--- config.mk ---
export PLATFORM = sky130hd
export DESIGN_NAME = lfu_page_frame_replacer_flat
export DESIGN_NICKNAME = d
export VERILOG_FILES = /design/src/rtl/lfupfr_pkg.sv /design/src/rtl/lfupfr_if.sv /design/src/rtl/lfupfr_ram.sv /design/src/rtl/lfu_page_frame_replacer.sv /design/src/flat_wrapper.sv
export SDC_FILE = /design/constraint.sdc
export NUM_CORES = 1
export LEC_CHECK = 0
export BUFFER_PORTS_ARGS = -buffer_cell sky130_fd_sc_hd__buf_2
export CAP_MARGIN = 15
export CORE_UTILIZATION = 40
export CTS_BUF_LIST = sky130_fd_sc_hd__clkbuf_8
export DETAILED_ROUTE_END_ITERATION = 12
export PLACE_DENSITY_LB_ADDON = 0.1
export REMOVE_ABC_BUFFERS = 1
export SYNTH_ARGS = -nofsm -noshare
export SYNTH_HDL_FRONTEND = slang
export SYNTH_SLANG_ARGS = --single-unit
--- constraint.sdc ---
create_clock -name clock -period 11 [get_ports clock]
set_input_delay 1.65 -clock clock [delete_from_list [all_inputs] [get_ports clock]]
set_output_delay 1.65 -clock clock [all_outputs]
set_load 0.005 [all_outputs]
--- src/rtl/lfupfr_pkg.sv ---
// ----------------------------------------------------------------------------
// LFU page frame replacer package
// Field widths, register reset value and result codes shared by the block.
// ----------------------------------------------------------------------------
package lfupfr_pkg;

   localparam int PAGE_NUMBER_W = 7;
   localparam int OUTCOME_W     = 2;
   localparam int FRAME_INDEX_W = 3;
   localparam int TIMER_W       = 4;

   localparam logic [TIMER_W-1:0] PROTECT_TIME_RESET = 4'd5;

   localparam logic [OUTCOME_W-1:0] OUTCOME_HIT   = 2'd0;
   localparam logic [OUTCOME_W-1:0] OUTCOME_FILL  = 2'd1;
   localparam logic [OUTCOME_W-1:0] OUTCOME_EVICT = 2'd2;

endpackage

--- src/rtl/lfupfr_if.sv ---
// ----------------------------------------------------------------------------
// LFU page frame replacer channels
// Valid/ready channels for page access requests and for access results.
// ----------------------------------------------------------------------------
interface lfupfr_req_if;
   logic                                  valid;
   logic                                  ready;
   logic [lfupfr_pkg::PAGE_NUMBER_W-1:0]  page_number;

   modport source (output valid, output page_number, input ready);
   modport sink   (input valid, input page_number, output ready);
endinterface

interface lfupfr_rsp_if;
   logic                                  valid;
   logic                                  ready;
   logic [lfupfr_pkg::OUTCOME_W-1:0]      outcome;
   logic [lfupfr_pkg::FRAME_INDEX_W-1:0]  frame_index;

   modport source (output valid, output outcome, output frame_index, input ready);
   modport sink   (input valid, input outcome, input frame_index, output ready);
endinterface

--- src/rtl/lfupfr_ram.sv ---
// ----------------------------------------------------------------------------
// Generic simple dual-port RAM
// One write port and one read port; read data is registered.
// ----------------------------------------------------------------------------
module lfupfr_ram #(
   parameter int WIDTH = 8,
   parameter int DEPTH = 8
) (
   input  logic                     clock,
   input  logic                     we,
   input  logic [$clog2(DEPTH)-1:0] waddr,
   input  logic [WIDTH-1:0]         wdata,
   input  logic [$clog2(DEPTH)-1:0] raddr,
   output logic [WIDTH-1:0]         rdata
);

   logic [WIDTH-1:0] mem_ff [DEPTH];

   always_ff @(posedge clock) begin
      if (we) begin
         mem_ff[waddr] <= wdata;
      end
      rdata <= mem_ff[raddr];
   end

endmodule

--- src/rtl/lfu_page_frame_replacer.sv ---
// ----------------------------------------------------------------------------
// LFU page frame replacer
// Frame table with use counts and protection timers, held in one RAM.
// ----------------------------------------------------------------------------
// Usage: one page access is taken per transfer on req_bus; exactly one
// result (hit, fill of a free frame, or eviction, plus the frame index) is
// returned per access on rsp_bus. csr_we/csr_wdata write the protection
// time and may only be used while the block is idle.
// Operation: an access makes one pass over the frame table, one RAM read per
// frame, after the page number has been reduced by repeated subtraction of
// PAGES (no subtraction when PAGES >= 128). The next request is taken once
// the previous one is written back, so accesses are handled one at a time.
// The result register decouples the two sides: a new request is taken
// while a result still waits, and the write-back of that request holds
// until the waiting result has been transferred.
// Reset: all frames become free at once (valid bits in flops), the
// protection time returns to 5 and no result is pending.
// ----------------------------------------------------------------------------
module lfu_page_frame_replacer #(
   parameter int FRAMES      = 8,
   parameter int PAGES       = 128,
   parameter int COUNT_WIDTH = 16
) (
   input  logic                             clock,
   input  logic                             reset,
   input  logic                             csr_we,
   input  logic [lfupfr_pkg::TIMER_W-1:0]   csr_wdata,
   lfupfr_req_if.sink                       req_bus,
   lfupfr_rsp_if.source                     rsp_bus
);

   localparam int IDX_W    = $clog2(FRAMES);
   localparam int PAGE_W   = $clog2(PAGES);
   localparam int TIMER_W  = lfupfr_pkg::TIMER_W;
   localparam int PN_W     = lfupfr_pkg::PAGE_NUMBER_W;
   localparam int COUNT_LSB = TIMER_W;
   localparam int PAGE_LSB  = TIMER_W + COUNT_WIDTH;
   localparam int WORD_W    = PAGE_W + COUNT_WIDTH + TIMER_W;

   typedef enum logic [4:0] {
      ST_IDLE   = 5'b00001,
      ST_REDUCE = 5'b00010,
      ST_SCAN   = 5'b00100,
      ST_DRAIN  = 5'b01000,
      ST_UPDATE = 5'b10000
   } state_type;

   state_type state_ff, state_in;

   logic [TIMER_W-1:0]     protect_time_ff;
   logic [FRAMES-1:0]      valid_ff;
   logic [PN_W-1:0]        page_ff;
   logic [IDX_W-1:0]       rd_idx_ff;
   logic                   d_vld_ff;
   logic [IDX_W-1:0]       d_idx_ff;

   logic                   hit_found_ff;
   logic [IDX_W-1:0]       hit_idx_ff;
   logic [COUNT_WIDTH-1:0] hit_count_ff;
   logic [TIMER_W-1:0]     hit_timer_ff;
   logic                   free_found_ff;
   logic [IDX_W-1:0]       free_idx_ff;
   logic                   unp_found_ff;
   logic [IDX_W-1:0]       unp_idx_ff;
   logic [COUNT_WIDTH-1:0] unp_min_ff;
   logic [IDX_W-1:0]       all_idx_ff;
   logic [COUNT_WIDTH-1:0] all_min_ff;

   logic                                rsp_valid_ff;
   logic [lfupfr_pkg::OUTCOME_W-1:0]    outcome_ff;
   logic [lfupfr_pkg::FRAME_INDEX_W-1:0] frame_ff;

   // RAM ports
   logic                   ram_we;
   logic [IDX_W-1:0]       ram_waddr;
   logic [WORD_W-1:0]      ram_wdata;
   logic [WORD_W-1:0]      ram_rdata;

   // Entry returned by the RAM this cycle
   logic                   e_valid;
   logic [PAGE_W-1:0]      e_page;
   logic [COUNT_WIDTH-1:0] e_count;
   logic [TIMER_W-1:0]     e_timer;
   logic [TIMER_W-1:0]     e_timer_dec;
   logic                   e_hit;

   // Update decision
   logic                             out_free;
   logic                             update_go;
   logic [IDX_W-1:0]                 target;
   logic [lfupfr_pkg::OUTCOME_W-1:0] outcome;
   logic [COUNT_WIDTH-1:0]           new_count;
   logic [TIMER_W-1:0]               new_timer;
   logic                             page_big;
   logic                             req_take;

   lfupfr_ram #(
      .WIDTH (WORD_W),
      .DEPTH (FRAMES)
   ) u_table (
      .clock (clock),
      .we    (ram_we),
      .waddr (ram_waddr),
      .wdata (ram_wdata),
      .raddr (rd_idx_ff),
      .rdata (ram_rdata)
   );

   assign req_bus.ready       = (state_ff == ST_IDLE);
   assign req_take            = req_bus.valid && req_bus.ready;
   assign rsp_bus.valid       = rsp_valid_ff;
   assign rsp_bus.outcome     = outcome_ff;
   assign rsp_bus.frame_index = frame_ff;

   assign out_free  = !rsp_valid_ff || rsp_bus.ready;
   assign update_go = (state_ff == ST_UPDATE) && out_free;
   assign page_big  = 32'(page_ff) >= 32'(PAGES);

   // Free frames read as all zero; their RAM contents are never trusted.
   always_comb begin
      e_valid     = valid_ff[d_idx_ff];
      e_page      = e_valid ? ram_rdata[PAGE_LSB +: PAGE_W] : '0;
      e_count     = e_valid ? ram_rdata[COUNT_LSB +: COUNT_WIDTH] : '0;
      e_timer     = e_valid ? ram_rdata[0 +: TIMER_W] : '0;
      e_timer_dec = (e_timer == '0) ? '0 : e_timer - 1'b1;
      e_hit       = e_valid && (e_page == PAGE_W'(page_ff));
   end

   always_comb begin
      target    = all_idx_ff;
      outcome   = lfupfr_pkg::OUTCOME_EVICT;
      new_count = COUNT_WIDTH'(1);
      new_timer = (protect_time_ff == '0) ? '0 : protect_time_ff - 1'b1;
      if (hit_found_ff) begin
         target    = hit_idx_ff;
         outcome   = lfupfr_pkg::OUTCOME_HIT;
         new_count = (hit_count_ff == '1) ? hit_count_ff : hit_count_ff + 1'b1;
         new_timer = hit_timer_ff;
      end else if (free_found_ff) begin
         target  = free_idx_ff;
         outcome = lfupfr_pkg::OUTCOME_FILL;
      end else if (unp_found_ff) begin
         target = unp_idx_ff;
      end
   end

   // The scan writes every resident frame back with its timer aged; the
   // update then overwrites the chosen frame. The two never share a cycle.
   always_comb begin
      ram_we    = d_vld_ff && e_valid;
      ram_waddr = d_idx_ff;
      ram_wdata = {e_page, e_count, e_timer_dec};
      if (update_go) begin
         ram_we    = 1'b1;
         ram_waddr = target;
         ram_wdata = {PAGE_W'(page_ff), new_count, new_timer};
      end
   end

   always_comb begin
      state_in = state_ff;
      case (state_ff)
         ST_IDLE: begin
            if (req_take) begin
               state_in = ST_REDUCE;
            end
         end
         ST_REDUCE: begin
            if (!page_big) begin
               state_in = ST_SCAN;
            end
         end
         ST_SCAN: begin
            if (rd_idx_ff == IDX_W'(FRAMES - 1)) begin
               state_in = ST_DRAIN;
            end
         end
         ST_DRAIN: begin
            state_in = ST_UPDATE;
         end
         ST_UPDATE: begin
            if (out_free) begin
               state_in = ST_IDLE;
            end
         end
         default: begin
            state_in = ST_IDLE;
         end
      endcase
   end

   always_ff @(posedge clock) begin
      if (reset) begin
         state_ff        <= ST_IDLE;
         protect_time_ff <= lfupfr_pkg::PROTECT_TIME_RESET;
         valid_ff        <= '0;
         d_vld_ff        <= 1'b0;
         rsp_valid_ff    <= 1'b0;
         rd_idx_ff       <= '0;
         hit_found_ff    <= 1'b0;
         free_found_ff   <= 1'b0;
         unp_found_ff    <= 1'b0;
      end else begin
         state_ff <= state_in;
         d_vld_ff <= (state_ff == ST_SCAN);
         if (csr_we) begin
            protect_time_ff <= csr_wdata;
         end
         if (req_take) begin
            hit_found_ff  <= 1'b0;
            free_found_ff <= 1'b0;
            unp_found_ff  <= 1'b0;
            rd_idx_ff     <= '0;
         end
         if (state_ff == ST_SCAN && rd_idx_ff != IDX_W'(FRAMES - 1)) begin
            rd_idx_ff <= rd_idx_ff + 1'b1;
         end
         if (d_vld_ff) begin
            if (e_hit && !hit_found_ff) begin
               hit_found_ff <= 1'b1;
            end
            if (!e_valid && !free_found_ff) begin
               free_found_ff <= 1'b1;
            end
            if (e_timer == '0 && (!unp_found_ff || e_count < unp_min_ff)) begin
               unp_found_ff <= 1'b1;
            end
         end
         if (update_go) begin
            valid_ff[target] <= 1'b1;
            rsp_valid_ff     <= 1'b1;
         end else if (rsp_valid_ff && rsp_bus.ready) begin
            rsp_valid_ff <= 1'b0;
         end
      end
   end

   // Payload registers
   always_ff @(posedge clock) begin
      d_idx_ff <= rd_idx_ff;
      if (req_take) begin
         page_ff <= req_bus.page_number;
      end else if (state_ff == ST_REDUCE && page_big) begin
         page_ff <= page_ff - PN_W'(PAGES);
      end
      if (d_vld_ff) begin
         if (e_hit && !hit_found_ff) begin
            hit_idx_ff   <= d_idx_ff;
            hit_count_ff <= e_count;
            hit_timer_ff <= e_timer_dec;
         end
         if (!e_valid && !free_found_ff) begin
            free_idx_ff <= d_idx_ff;
         end
         if (e_timer == '0 && (!unp_found_ff || e_count < unp_min_ff)) begin
            unp_idx_ff <= d_idx_ff;
            unp_min_ff <= e_count;
         end
         if (d_idx_ff == '0 || e_count < all_min_ff) begin
            all_idx_ff <= d_idx_ff;
            all_min_ff <= e_count;
         end
      end
      if (update_go) begin
         outcome_ff <= outcome;
         frame_ff   <= lfupfr_pkg::FRAME_INDEX_W'(target);
      end
   end

endmodule

--- src/flat_wrapper.sv ---
// flat-port wrapper written by rule: the top's interface ports become plain ports
module lfu_page_frame_replacer_flat 
#(
   parameter int FRAMES      = 8,
   parameter int PAGES       = 128,
   parameter int COUNT_WIDTH = 16
)
  (clock, reset, csr_we, csr_wdata, req_bus_valid, req_bus_page_number, req_bus_ready, rsp_bus_valid, rsp_bus_outcome, rsp_bus_frame_index, rsp_bus_ready);
  lfupfr_req_if req_bus_i ();
  lfupfr_rsp_if rsp_bus_i ();
  input  logic clock;
  input  logic reset;
  input  logic csr_we;
  input  logic [lfupfr_pkg::TIMER_W-1:0] csr_wdata;
  input wire logic [$bits(req_bus_i.valid)-1:0] req_bus_valid;
  input wire logic [$bits(req_bus_i.page_number)-1:0] req_bus_page_number;
  output wire logic [$bits(req_bus_i.ready)-1:0] req_bus_ready;
  output wire logic [$bits(rsp_bus_i.valid)-1:0] rsp_bus_valid;
  output wire logic [$bits(rsp_bus_i.outcome)-1:0] rsp_bus_outcome;
  output wire logic [$bits(rsp_bus_i.frame_index)-1:0] rsp_bus_frame_index;
  input wire logic [$bits(rsp_bus_i.ready)-1:0] rsp_bus_ready;
  assign req_bus_i.valid = req_bus_valid;
  assign req_bus_i.page_number = req_bus_page_number;
  assign req_bus_ready = req_bus_i.ready;
  assign rsp_bus_valid = rsp_bus_i.valid;
  assign rsp_bus_outcome = rsp_bus_i.outcome;
  assign rsp_bus_frame_index = rsp_bus_i.frame_index;
  assign rsp_bus_i.ready = rsp_bus_ready;
  lfu_page_frame_replacer #(.FRAMES(FRAMES), .PAGES(PAGES), .COUNT_WIDTH(COUNT_WIDTH)) u_core (.clock(clock), .reset(reset), .csr_we(csr_we), .csr_wdata(csr_wdata), .req_bus(req_bus_i), .rsp_bus(rsp_bus_i));
endmodule
# --- Word-level counts from Yosys, hierarchy flattened ---
# Memory sizes are Yosys's and may differ from the RTL's. A register that Yosys moved wholly into a read port is not among the register bits.
# Index checks and enable logic that the tools add are counted.
classes:
  eq_ne: 12
  order_cmp: 5
  n_reduce_logical: 28
  add_sub_neg: 4
  n_mux: 38
  n_bitwise: 1
op_table:
  columns: ["cell", "n"]
  rows:
  - ["16-bit 2-to-1 mux", 3]
  - ["16-bit < comparator", 2]
  - ["27-bit 2-to-1 mux", 1]
  - ["5-bit case mux with 5 select lines", 1]
  - ["3-bit 2-to-1 mux", 6]
  - ["16-bit by 1-bit adder with 16-bit output, second input constant", 1]
  - ["16-bit == test, second input constant", 1]
  - ["1-bit 2-to-1 mux", 16]
  - ["4-bit 2-to-1 mux", 4]
  - ["5-bit 2-to-1 mux", 3]
  - ["1-bit logical AND", 10]
  - ["4-bit zero test", 2]
  - ["3-bit by 4-bit < comparator with 1-bit output, second input constant", 2]
  - ["8-bit bitwise OR", 1]
  - ["2-bit AND reduction", 4]
  - ["4-bit by 1-bit subtractor with 4-bit output, second input constant", 2]
  - ["7-bit == test", 1]
  - ["7-bit 2-to-1 mux", 1]
  - ["5-bit by 1-bit == test with 1-bit output, second input constant", 1]
  - ["5-bit by 2-bit == test with 1-bit output, second input constant", 1]
  - ["5-bit by 3-bit == test with 1-bit output, second input constant", 1]
  - ["5-bit by 4-bit == test with 1-bit output, second input constant", 1]
  - ["5-bit == test, second input constant", 1]
  - ["1-bit zero test", 5]
  - ["other kinds (13)", 17]
totals:
  ramBits: 216
  memories: 1
  inputBits: 16
  ff_bits: 104
  word_cells: 110
  output_inout_bits: 7
mem_list:
  columns: ["name", "words", "width", "rd", "rd_ports_with_merged_regs", "write_ports", "line", "text"]
  rows:
  - ["u_core.u_table.mem_ff", 8, 27, 1, 1, 1, "lfupfr_ram.sv:17", "logic [WIDTH-1:0] mem_ff [DEPTH];"]

# --- Longest topological paths before layout ---
depth:
  depth_word: 8
  mapped_depth: 13

# --- Hierarchy ---
# A second synthesis with hierarchy kept.
hier_totals:
  cells_unflattened: 871
  hier_area_um2: 14274.9
modules_own_cells:
  columns: ["mod", "cells_each", "instances", "area_per_inst_um2"]
  rows:
  - ["lfupfr_ram", 352, 1, 8912.3]
  - ["lfu_page_frame_replacer", 519, 1, 5362.6]

# --- Worst setup path after synthesis ---
# No wires, ideal clock.
synth_path:
  kind: "input -> register"
  start: "input rsp_bus_ready"
  end: "memory u_core.u_table.mem_ff[1][0] in the netlist's numbering, enable pin"
  cell_stages: 6
  path_slack_ns: 6.882
  arrival_time_ns: 3.707
  required_ns: 10.589
  n_path_buf: 1
  setup_time_ns: 0.411
  path_cell_list: "nand2b_1 > nand3_1 > clkbuf_1 > and2_4 > a31oi_1 > nor2_1"
synth_via:
  elab_chain_len: 5
  word_cells_on_any_way: 6
  classes_between: "mux (4); reduce/logical (2)"
synth_lines:
  columns: ["element", "line", "text"]
  rows:
  - ["start, declared", "flat_wrapper.sv:21", "input wire logic [$bits(rsp_bus_i.ready)-1:0] rsp_bus_ready;"]
  - ["1-bit logical OR *", "lfu_page_frame_replacer.sv:115", "assign out_free = !rsp_valid_ff || rsp_bus.ready;"]
  - ["1-bit logical AND *", "lfu_page_frame_replacer.sv:116", "assign update_go = (state_ff == ST_UPDATE) && out_free;"]
  - ["1-bit 2-to-1 mux", "lfu_page_frame_replacer.sv:153", "if (update_go) begin"]
  - ["1-bit 2-to-1 mux", "lfupfr_ram.sv:20", "if (we) begin"]
  - ["1-bit 2-to-1 mux (not written as such)", "lfupfr_ram.sv:21", "mem_ff[waddr] <= wdata;"]
  - ["end, declared", "lfupfr_ram.sv:17", null]
# Every way passes the cells marked *; elsewhere a longest branch is shown, timed or not.

# --- Worst setup path after layout ---
layout_path:
  start: "register u_core.d_idx_ff[0]"
  end: "register u_core.unp_min_ff[5], enable pin"
layout_via:
  elab_chain_len: 7
  word_cells_on_any_way: 9
  classes_between: "order compare (1); mux (4); reduce/logical (4)"
layout_lines:
  columns: ["element", "line", "text"]
  rows:
  - ["start, declared", "lfu_page_frame_replacer.sv:55", "logic [IDX_W-1:0] d_idx_ff;"]
  - ["start signal, assigned", "lfu_page_frame_replacer.sv:240", "d_idx_ff <= rd_idx_ff;"]
  - ["1-bit binary-select mux with 3-bit select", "lfu_page_frame_replacer.sv:121", "e_valid = valid_ff[d_idx_ff];"]
  - ["1-bit 2-to-1 mux (not written as such)", "lfu_page_frame_replacer.sv:121", null]
  - ["16-bit 2-to-1 mux", "lfu_page_frame_replacer.sv:123", "e_count = e_valid ? ram_rdata[COUNT_LSB +: COUNT_WIDTH] : '0;"]
  - ["via u_core.e_count[5]", "lfu_page_frame_replacer.sv:82", "logic [COUNT_WIDTH-1:0] e_count;"]
  - ["16-bit < comparator", "lfu_page_frame_replacer.sv:255", "if (e_timer == '0 && (!unp_found_ff || e_count < unp_min_ff)) begin"]
  - ["1-bit logical OR", "lfu_page_frame_replacer.sv:255", null]
  - ["1-bit logical AND", "lfu_page_frame_replacer.sv:255", null]
  - ["2-bit AND reduction (no line)", null, null]
  - ["end signal, assigned", "lfu_page_frame_replacer.sv:257", "unp_min_ff <= e_count;"]
  - ["end, declared", "lfu_page_frame_replacer.sv:65", "logic [COUNT_WIDTH-1:0] unp_min_ff;"]
# The timed path passes the listed nets, and every way through them passes these cells. The select of a mux whose other input is x is not followed.
# A chain may end at the register's enable or synchronous reset.

==> impl_metrics.tcl <==
set metrics [dict create \
    regToRegStartpoint "u_core.d_idx_ff[0]" \
    routed_wirelength_um 30000 \
    die_footprint_um2 36100 \
    critical_path_buf_inv_count 1 \
    hold_violations 0 \
    worst_hold_startpoint "u_core.valid_ff[2]" \
    timing.fmax_mhz 230 \
    detail_route.wl_per_cell_um 21.0 \
    crit_path_start "u_core.d_idx_ff[0]" \
    worst_setup_path_start_kind "flop" \
    synth_top_family_by_area "multiplexers" \
    cellInternalPower_w 0.00205 \
    drt_iter0_drc 335 \
    vias 7322 \
    power.density_cell_area_nw_per_um2 162 \
    total_count_of_max_transition_violations_in_the_final_report 0 \
    setup_repair_after_global_routing_missed_its_margin "false" \
    first_global_vias 7708 \
    type_of_the_tightest_min_delay_check "reg -> reg" \
    fin_skew_ns 0.0296 \
    status "finished clean" \
    yosysTopAreaCell "sky130_fd_sc_hd__edfxtp_1" \
    p_comb_share_pct 1.5 \
    end_kind "flop" \
    async_flop_share_pct 0 \
    final_setup_vio_count 0 \
    rows 68 \
    cts_num_sinks 347 \
    top_level_pins 23 \
    fin_tns_setup_ns 0 \
    cell_occurring_most_often_along_the_worst_timing_path "sky130_fd_sc_hd__a21o_1" \
    num-nets-final 973 \
    post-synth-top-area-fraction_pct 62.1 \
    floorplan.initialDensity_pct 40.8 \
    worst_slew_margin_rel_pct 25.4 \
    post_cts.resized_instances 0 \
    crit_required_ns 11.20 \
    gp_routability_congestion 0.783 \
    slowest_delay_ns 0.81 \
    overflow_left_after_global_routing 0 \
    worst_path_max_delay_cell "sky130_fd_sc_hd__o22ai_2" \
    layout-drive-gt1-share_pct 23.1 \
    cts.clk_slew.worst_paths_ns 0.06 \
    worstPathMaxFanout 34 \
    synth_compound_area_share_pct 4.97 \
    worstMarginPinSlew_ns 1.12 \
    syn_inst 873 \
    final.period_utilization_pct 39.4 \
    total_leakage_power_nw 5.59 \
    area_growth_syn_to_layout_pct 13.0 \
    max-vdd-ir-drop_mv 0.0859 \
    post-route-min-period_ns 4.34 \
    pwr-share-clk_pct 43.5 \
    die_y_um 190 \
    detail-route-antenna-nets 0 \
    ys_seq_elements 347 \
    cp_cell_sequence "nor2b_1 -> a211oi_1 -> nor3_4 -> buf_4 -> and2_1 -> ha_1 -> a21o_1 -> a21o_1 -> a221oi_1 -> o21a_1 -> o21ai_0 -> o22ai_2" \
    dieWidth_um 190 \
    netlist_top_cells_area "sky130_fd_sc_hd__edfxtp_1 (62%), sky130_fd_sc_hd__mux4_2 (8.6%), sky130_fd_sc_hd__dfxtp_1 (7.8%)" \
    synth_edf_count 292 \
    synth-adder-area-share_pct 2.75 \
    dp_hpwl_um 17600 \
    post_cts.repair.setup_buffers 0 \
    core_um2 34600 \
    grt_start_max_net_pins 58 \
    hold-worst-slack_ns 0.475 \
    firstDrtPassIters 4 \
    power.switching_w 0.000542 \
    filler_cell_count 3032 \
    cp_top_family "compound AO/OA/AOI/OAI gates" \
    synth_area_per_cell_um2 16.2 \
    sequentialPowerShare_pct 55.0 \
    yosys_most_used_dff "sky130_fd_sc_hd__edfxtp_1" \
    yosysSeqAreaShare_pct 69.9 \
    numCtsBuffers 58 \
    route.detailed.vias_per_inst 5.12 \
    antenna_found_initial 1 \
    clkLatencyLatePin_ns 0.61 \
    ant_diodes 0 \
    synthMuxAreaShare_pct 11.9 \
    tritoncts "yes" \
    cap_viol_max_count 0 \
    max-clock-path-buffers 3 \
    cell_area_synth_um2 14100 \
    worstPathArrival_ns 4.54 \
    synth_xor_xnor_area_share_pct 1.12 \
    remaining_drc_errors 0 \
    numPortBuffers 22 \
    yosys_warnings 0 \
    ys_types 66 \
    timing_worst_setup_path_type "reg -> reg" \
    cts_root_buf "sky130_fd_sc_hd__clkbuf_8" \
    grt.total_usage_pct 17.4 \
    h-tree-depth 2 \
    grt_pass1_wl_um 46400 \
    p_sw_share_pct 20.9 \
    simple_gate_share_of_the_synthesized_area_pct 7.17 \
    cts_hold_buf 0 \
]
-- tightest hold or removal path: cells and delay by family (launching register included) --
family           cells  cell delay, ns
AND/OR/NAND/NOR      1            0.07
flip-flops           1            0.33
AO/OA/AOI/OAI        1            0.04
-- per-stage QoR --
step	power, W	utilization (%)	instances	worst slack, ns	instance area [um^2]
after floorplan	0.00147	-	837	6.17	14000
after global placement	0.00149	42.6	1321	6.24	14800
after detailed placement	0.00149	42.6	1321	6.17	14800
after CTS	0.00263	46.1	1430	6.61	16000
after global routing	0.00269	46.1	1430	6.29	16000
final	0.00259	46.1	1430	6.66	16000
-- Yosys cell counts (3+ instances only) --
| master | n |
|---|---|
| sky130_fd_sc_hd__buf_2 | 10 |
| sky130_fd_sc_hd__edfxtp_1 | 292 |
| sky130_fd_sc_hd__mux2_2 | 30 |
| sky130_fd_sc_hd__buf_1 | 6 |
| sky130_fd_sc_hd__o21ai_0 | 21 |
| sky130_fd_sc_hd__nor2b_1 | 5 |
| sky130_fd_sc_hd__nand3_1 | 26 |
| sky130_fd_sc_hd__nor3_2 | 3 |
| sky130_fd_sc_hd__a31oi_1 | 3 |
| sky130_fd_sc_hd__a21o_1 | 14 |
| sky130_fd_sc_hd__a211oi_1 | 3 |
| sky130_fd_sc_hd__o2bb2ai_1 | 6 |
| sky130_fd_sc_hd__ha_1 | 31 |
| sky130_fd_sc_hd__xnor2_1 | 6 |
| sky130_fd_sc_hd__clkbuf_1 | 18 |
| sky130_fd_sc_hd__and2_1 | 20 |
| sky130_fd_sc_hd__and3_1 | 5 |
| sky130_fd_sc_hd__mux4_2 | 54 |
| sky130_fd_sc_hd__xor2_1 | 12 |
| sky130_fd_sc_hd__nand2b_1 | 6 |
| sky130_fd_sc_hd__nor2_1 | 42 |
| sky130_fd_sc_hd__nor4_1 | 4 |
| sky130_fd_sc_hd__a21oi_1 | 37 |
| sky130_fd_sc_hd__mux2i_1 | 10 |
| sky130_fd_sc_hd__nand4_1 | 4 |
| sky130_fd_sc_hd__inv_1 | 40 |
| sky130_fd_sc_hd__and4_1 | 4 |
| sky130_fd_sc_hd__nand2_1 | 52 |
| sky130_fd_sc_hd__nor3_1 | 10 |
| sky130_fd_sc_hd__dfxtp_1 | 55 |
| sky130_fd_sc_hd__o211ai_1 | 4 |
-- layer usage --
layer,vias to the layer above,track usage [%],share of wire [%]
met3,45,2.88,3.6
met2,141,27.1,46
li1,3472,-,-
met1,3664,24.8,48
met4,0,5.58,1.8
met5,-,0,0
-- registers in the layout (all words and copies together) (netlist names), 4 cells and up --
register	count
u_core.valid_ff	8
u_core.u_table.mem_ff	216
u_core.state_ff	5
u_core.all_min_ff	16
u_core.page_ff	7
u_core.unp_min_ff	16
u_core.protect_time_ff	4
u_core.hit_count_ff	16
u_core.hit_timer_ff	4
u_core.u_table.rdata	27
-- power groups by stage --
| stage | logic (W) | registers [W] | clock network, W |
|---|---|---|---|
| 3_5_place_dp | 0.0000404 | 0.00145 | 0 |
| 6_report | 0.0000395 | 0.00142 | 0.00113 |
| 5_1_grt | 0.0000442 | 0.00142 | 0.00122 |
| 2_1_floorplan | 0.0000255 | 0.00145 | 0 |
| 3_3_place_gp | 0.0000403 | 0.00145 | 0 |
| 4_1_cts | 0.0000405 | 0.00142 | 0.00116 |
-- final cells by class --
cell class | count | area, um^2 | area share, %
sequential | 347 | 9880 | 61.9
multi-input combinational | 449 | 4010 | 25.1
clock buffer | 76 | 1050 | 6.55
tap | 455 | 569 | 3.57
timing repair buffer | 29 | 163 | 1.02
inverter | 41 | 154 | 0.964
clock inverter | 33 | 148 | 0.925
-- placed cells by master (no fill, tap or decap), drive strengths merged, types with 26 or more instances in the layout --
| master | count |
|---|---|
| dfxtp | 55 |
| edfxtp | 292 |
| buf | 29 |
| nor2 | 43 |
| clkbuf | 76 |
| ha | 31 |
| mux4 | 54 |
| nand3 | 26 |
| nand2 | 52 |
| a21oi | 37 |
| inv | 61 |
| mux2 | 32 |
-- final timing paths --
| path | endpoint | depth (start not counted) | slack, ns |
|---|---|---|---|
| min reg2reg | u_core.valid_ff[2] | 2 | 0.48 |
| max reg2reg | u_core.unp_min_ff[5] | 12 | 6.66 |
| min | u_core.valid_ff[2] | 2 | 0.48 |
| max | u_core.unp_min_ff[5] | 12 | 6.66 |
-- kinds of logic (layout without fill, tap and decap cells) --
group	after synthesis	after routing
multiplexers	96	96
AO/OA/AOI/OAI	107	107
buffers and inverters	77	179
XOR/XNOR	18	18
AND/OR/NAND/NOR	197	197
adder cells (fa/ha/maj)	31	31
flip-flops	347	347
(Power assumes the default switching activity.)
